<file path="src/rtl/ssp_pkg.sv">
// ---------------------------------------------------------------------------
// ssp_pkg
// Shared types and constants for the single-source shortest path engine:
// beat structs, command and status codes, controller states and the
// control/status bundles between controller and datapath.
// ---------------------------------------------------------------------------
package ssp_pkg;

  localparam int MAX_VERTICES  = 64;
  localparam int VERT_BITS     = 6;
  localparam int VCNT_BITS     = 7;
  localparam int WEIGHT_BITS   = 16;
  localparam int DIST_BITS     = 32;
  localparam int MAX_EDGES_DEF = 256;

  localparam logic [VCNT_BITS-1:0] VCOUNT_RESET = VCNT_BITS'(MAX_VERTICES);

  localparam logic signed [DIST_BITS-1:0] DIST_MAX = {1'b0, {(DIST_BITS-1){1'b1}}};
  localparam logic signed [DIST_BITS-1:0] DIST_MIN = {1'b1, {(DIST_BITS-1){1'b0}}};

  localparam logic [1:0] CMD_CLEAR = 2'd0;
  localparam logic [1:0] CMD_ADD   = 2'd1;
  localparam logic [1:0] CMD_RUN   = 2'd2;

  localparam logic [1:0] STAT_OK  = 2'd0;
  localparam logic [1:0] STAT_NEG = 2'd1;
  localparam logic [1:0] STAT_REJ = 2'd2;

  typedef struct packed {
    logic [1:0]                    command;
    logic [VERT_BITS-1:0]          edge_from;
    logic [VERT_BITS-1:0]          edge_to;
    logic signed [WEIGHT_BITS-1:0] edge_weight;
    logic [VERT_BITS-1:0]          source_vertex;
  } ssp_in_t;

  typedef struct packed {
    logic [VERT_BITS-1:0]        vertex;
    logic signed [DIST_BITS-1:0] distance;
    logic                        reachable;
    logic                        has_predecessor;
    logic [VERT_BITS-1:0]        predecessor;
    logic [1:0]                  status;
    logic                        last;
  } ssp_out_t;

  typedef enum logic [3:0] {
    S_IDLE,
    S_CLEAR,
    S_ADD_RD,
    S_ADD_WR,
    S_RESP,
    S_RUN_INIT,
    S_HEAD_RD,
    S_HEAD_CHK,
    S_EDGE_RD,
    S_RELAX,
    S_OUT_RD,
    S_OUT_LD
  } ssp_state_t;

  typedef struct packed {
    logic accept;
    logic clear;
    logic head_rd;
    logic add_wr;
    logic resp_ld;
    logic run_init;
    logic edge_rd_head;
    logic edge_fetch;
    logic relax;
    logic next_u;
    logic out_rd;
    logic out_ld;
  } ssp_ctl_t;

  typedef struct packed {
    logic src_ok;
    logic head_empty;
    logic list_end;
    logic u_last;
    logic run_done;
    logic out_free;
  } ssp_sts_t;

endpackage

</file>
<file path="src/rtl/ssp_ctrl.sv">
// ---------------------------------------------------------------------------
// ssp_ctrl
// Command sequencer: decodes accepted commands and steps the datapath
// through graph loads, relaxation passes, the cycle check and result output.
// ---------------------------------------------------------------------------
module ssp_ctrl (
  input  logic              clk,
  input  logic              rst_n,
  input  logic              in_valid,
  output logic              in_ready,
  input  logic [1:0]        in_cmd,
  input  ssp_pkg::ssp_sts_t sts,
  output ssp_pkg::ssp_ctl_t ctl
);
  import ssp_pkg::*;

  ssp_state_t state_r;
  ssp_state_t state_nxt;

  always_ff @(posedge clk) begin
    if (!rst_n) begin
      state_r <= S_IDLE;
    end else begin
      state_r <= state_nxt;
    end
  end

  always_comb begin
    state_nxt = state_r;
    case (state_r)
      S_IDLE: begin
        if (in_valid) begin
          case (in_cmd)
            CMD_CLEAR: state_nxt = S_CLEAR;
            CMD_ADD:   state_nxt = S_ADD_RD;
            CMD_RUN:   state_nxt = S_RUN_INIT;
            default:   state_nxt = S_IDLE;
          endcase
        end
      end
      S_CLEAR:    state_nxt = S_RESP;
      S_ADD_RD:   state_nxt = S_ADD_WR;
      S_ADD_WR:   state_nxt = S_RESP;
      S_RESP: begin
        if (sts.out_free) state_nxt = S_IDLE;
      end
      S_RUN_INIT: state_nxt = sts.src_ok ? S_HEAD_RD : S_OUT_RD;
      S_HEAD_RD:  state_nxt = S_HEAD_CHK;
      S_HEAD_CHK: begin
        if (sts.head_empty) begin
          state_nxt = sts.run_done ? S_OUT_RD : S_HEAD_RD;
        end else begin
          state_nxt = S_EDGE_RD;
        end
      end
      S_EDGE_RD:  state_nxt = S_RELAX;
      S_RELAX: begin
        if (sts.list_end) begin
          state_nxt = sts.run_done ? S_OUT_RD : S_HEAD_RD;
        end else begin
          state_nxt = S_EDGE_RD;
        end
      end
      S_OUT_RD:   state_nxt = S_OUT_LD;
      S_OUT_LD: begin
        if (sts.out_free) state_nxt = sts.u_last ? S_IDLE : S_OUT_RD;
      end
      default:    state_nxt = S_IDLE;
    endcase
  end

  always_comb begin
    ctl      = '0;
    in_ready = 1'b0;
    case (state_r)
      S_IDLE: begin
        in_ready   = 1'b1;
        ctl.accept = in_valid;
      end
      S_CLEAR:    ctl.clear = 1'b1;
      S_ADD_RD:   ctl.head_rd = 1'b1;
      S_ADD_WR:   ctl.add_wr = 1'b1;
      S_RESP:     ctl.resp_ld = sts.out_free;
      S_RUN_INIT: ctl.run_init = 1'b1;
      S_HEAD_RD:  ctl.head_rd = 1'b1;
      S_HEAD_CHK: begin
        ctl.next_u       = sts.head_empty;
        ctl.edge_rd_head = !sts.head_empty;
      end
      S_EDGE_RD:  ctl.edge_fetch = 1'b1;
      S_RELAX: begin
        ctl.relax  = 1'b1;
        ctl.next_u = sts.list_end;
      end
      S_OUT_RD:   ctl.out_rd = 1'b1;
      S_OUT_LD:   ctl.out_ld = sts.out_free;
      default:    ctl = '0;
    endcase
  end

  a_clear_resp: assert property (@(posedge clk) disable iff (!rst_n)
    (in_valid && in_ready && in_cmd == CMD_CLEAR) |=> ##1 (state_r == S_RESP))
    else $error("clear did not reach response state");

  a_out_only_free: assert property (@(posedge clk) disable iff (!rst_n)
    (ctl.out_ld || ctl.resp_ld) |-> sts.out_free)
    else $error("result loaded while output register busy");

  a_ready_quiet: assert property (@(posedge clk) disable iff (!rst_n)
    in_ready |-> !(ctl.relax || ctl.out_ld || ctl.add_wr))
    else $error("input ready during command work");

endmodule

</file>
<file path="config.mk">
export PLATFORM = sky130hd
export DESIGN_NAME = ssp_ctrl
export DESIGN_NICKNAME = d
export VERILOG_FILES = /design/src/rtl/ssp_pkg.sv /design/src/rtl/ssp_ctrl.sv
export SDC_FILE = /design/constraint.sdc
export NUM_CORES = 1
export LEC_CHECK = 0
export ABC_CLOCK_PERIOD_IN_PS = 2000
export BUFFER_PORTS_ARGS = -buffer_cell sky130_fd_sc_hd__buf_2
export CAP_MARGIN = 5
export CORE_AREA = 2 2 39 41
export CTS_BUF_LIST = sky130_fd_sc_hd__clkbuf_2
export DETAILED_ROUTE_END_ITERATION = 8
export DIE_AREA = 0 0 41 43
export PLACE_DENSITY = 0.73
export SYNTH_ARGS = -nofsm -noshare
export SYNTH_HDL_FRONTEND = slang
export SYNTH_SLANG_ARGS = --single-unit
</file>
<file path="constraint.sdc">
create_clock -name clk -period 2 [get_ports clk]
set_input_delay 0.2 -clock clk [delete_from_list [all_inputs] [get_ports clk]]
set_output_delay 0.2 -clock clk [all_outputs]
set_load 0.01 [all_outputs]
</file>
==> impl_metrics.tcl <==
set metrics [dict create \
    status "complete, no violations" \
    setup_viol 0 \
    clock-sinks 4 \
    port_buffers 23 \
    start_util_pct 35.1 \
    synth_top_area_share_pct 16.5 \
    p_leak_nw 0.275 \
    end_kind "output pin" \
    n_antenna_cell 0 \
    drc 0 \
    slew_violations 0 \
    slew_headroom_pct 67.3 \
    rrSetupSlack_ns 0.46 \
    path_max_fanout 16 \
    cp.required_ns 1.80 \
    skew_ns 0.00466 \
    worst_setup_path_start_kind "flip-flop" \
    multi_input_area_um2 340 \
    grt_first_pass_wirelength_um 1900 \
    clkLatencyLatePin_ns 0.21 \
    reg2regPathDepth 4 \
    htree_levels 1 \
    p_total_mw 0.289 \
    grt_use_total_pct 15.3 \
    grt_overflow 0 \
    row_count 14 \
    endpoint "ctl[2]" \
    largest_register_ff_count 4 \
    power_density_nw_per_um2 486 \
    max-cap-violations 0 \
    synth_top_area_cell "dfxtp_1" \
    yosys_warnings 0 \
    cts_tree "done" \
    core_um2 1380 \
    hold_violations 0 \
    async_flop_share_pct 0 \
    vias 590 \
    hold_path.class "input pin to flip-flop" \
    wire_per_inst_um 12.2 \
    synthTopCellsByArea "dfxtp_1 (16%), nor3_1 (6.2%), nand2_1 (5.4%), nor2_1 (5.4%), buf_6 (4.6%)" \
    final_nets 101 \
    firstDrtPassIters 4 \
    clk_path_buf_depth 2 \
    ant_nets 0 \
    synth_ff_type "dfxtp_1" \
    io_pins 24 \
    avgSynthCellArea_um2 7.25 \
    dpl.hpwl_um 989 \
    synth_edf_count 0 \
    antenna_found_initial 0 \
    holdWs_ns 0.245 \
    drive_gt1_share_pct 38.6 \
    numCtsBuffers 3 \
    netlist_area_um2 485 \
    setup-tns-final_ns 0 \
    final_common_cell "buf_2" \
    irDropWorstVdd_mv 0.195 \
    root_buffer "clkbuf_2" \
    cp.arrival_ns 1.56 \
    die_h_um 43 \
    synthCells 67 \
    ys_ff_latch 4 \
    rsz0062_at_grt "no" \
    hold_buffers 0 \
    crit_type "flip-flop to output pin" \
    viasPerCell 5.67 \
    tightest_slew_ns 0.490 \
    grt_max_degree 19 \
    finalCritPeriodShare_pct 87.8 \
    grt_pass1_vias 482 \
    regMostFlops "state_r" \
    crit_path_start "state_r[1]" \
    synth_fp_nets 78 \
    final_cell_mix "buf_2 (23), nand2_1 (7), nor2_1 (7)" \
    ys_types 34 \
    post-route-min-period_ns 1.76 \
    totalWireLength_um 1270 \
    areaGrowthSynthToFinish_pct 22.4 \
    max_freq_mhz 570 \
    seq_area_frac_synth_pct 16.5 \
    path_clk_slew_ns 0.05 \
    die_area_um2 1760 \
    r2r_start "state_r[1]" \
    place.gp.congestion 0.775 \
    die_w_um 41 \
    cts-resized-gates 0 \
    drtIter0Drc 14 \
    biggestRegsByFlops "state_r (4)" \
    nFillCells 158 \
    seq_area_um2 81.3 \
    r2r_end "state_r[3]" \
    post_cts_buffers 0 \
]
==> metrics by stage <==
| stage | cells | worst slack [ns] | instance area, um^2 | utilization, % |
|---|---|---|---|---|
| global placement | 101 | 0.434 | 578 | 41.8 |
| global route | 104 | 0.149 | 594 | 42.9 |
| CTS | 104 | 0.148 | 593 | 42.9 |
| detailed placement | 101 | 0.355 | 578 | 41.8 |
| floorplan | 67 | 0.690 | 485 | - |
| finish | 104 | 0.244 | 594 | 42.9 |
==> logic make-up (layout without fill, tap and decap cells) <==
logic type / Yosys count / after routing / share of synthesized area, %
AOI/OAI and AO/OA: 18 / 18 / 30.4
buffers and inverters: 11 / 32 / 13.4
and+or+nand+nor: 34 / 34 / 39.7
DFF: 4 / 4 / 16.5
==> worst max-delay path, stage by stage (launching register included) <==
cell,delay (ns)
dfxtp_1,0.45
nand2b_1,0.27
o32ai_1,0.30
and2_2,0.20
buf_2,0.12
==> power by group <==
group / leakage [nW] / switching, mW / internal, mW
Combinational: 0.230 / 0.0553 / 0.0508
Sequential: 0.0331 / 0.0222 / 0.0861
Clock: 0.0125 / 0.0339 / 0.0404
Total: 0.275 / 0.112 / 0.177
==> Yosys cell counts, types with 2 or more instances <==
cell type	instances
a31oi_1	2
buf_4	2
buf_6	2
dfxtp_1	4
inv_1	6
nand2_1	7
nand2b_1	2
nor2_1	7
nor2b_1	2
nor3_1	6
o211ai_1	2
o21ai_0	3
==> layout make-up <==
| cell class | count | share of cell area, % |
|---|---|---|
| clock buffer | 3 | 2.53 |
| sequential | 4 | 13.7 |
| inverter | 6 | 3.79 |
| tap | 16 | 3.37 |
| multi-input combinational | 52 | 57.3 |
| timing repair buffer | 23 | 19.4 |
==> per-layer routing <==
layer  GRT usage [%]  share of wire [%]  up-vias
met4            6.00                2.1        0
met5               0                  0        -
li1                -                  -      288
met3            1.57                5.0        4
met2            26.9                 50       17
met1            17.4                 43      281
==> how the worst min path moves through the flow <==
| stage | from | to | slack, ns | cells past startpoint |
|---|---|---|---|---|
| floorplan | rst_n | state_r[3] | 0.31 | 2 |
| global placement | rst_n | state_r[3] | 0.45 | 3 |
| detailed placement | rst_n | state_r[3] | 0.45 | 3 |
| CTS | rst_n | state_r[3] | 0.24 | 3 |
| global route | rst_n | state_r[3] | 0.25 | 3 |
| finish | rst_n | state_r[3] | 0.24 | 3 |
Power figures use the tool's default switching activity.
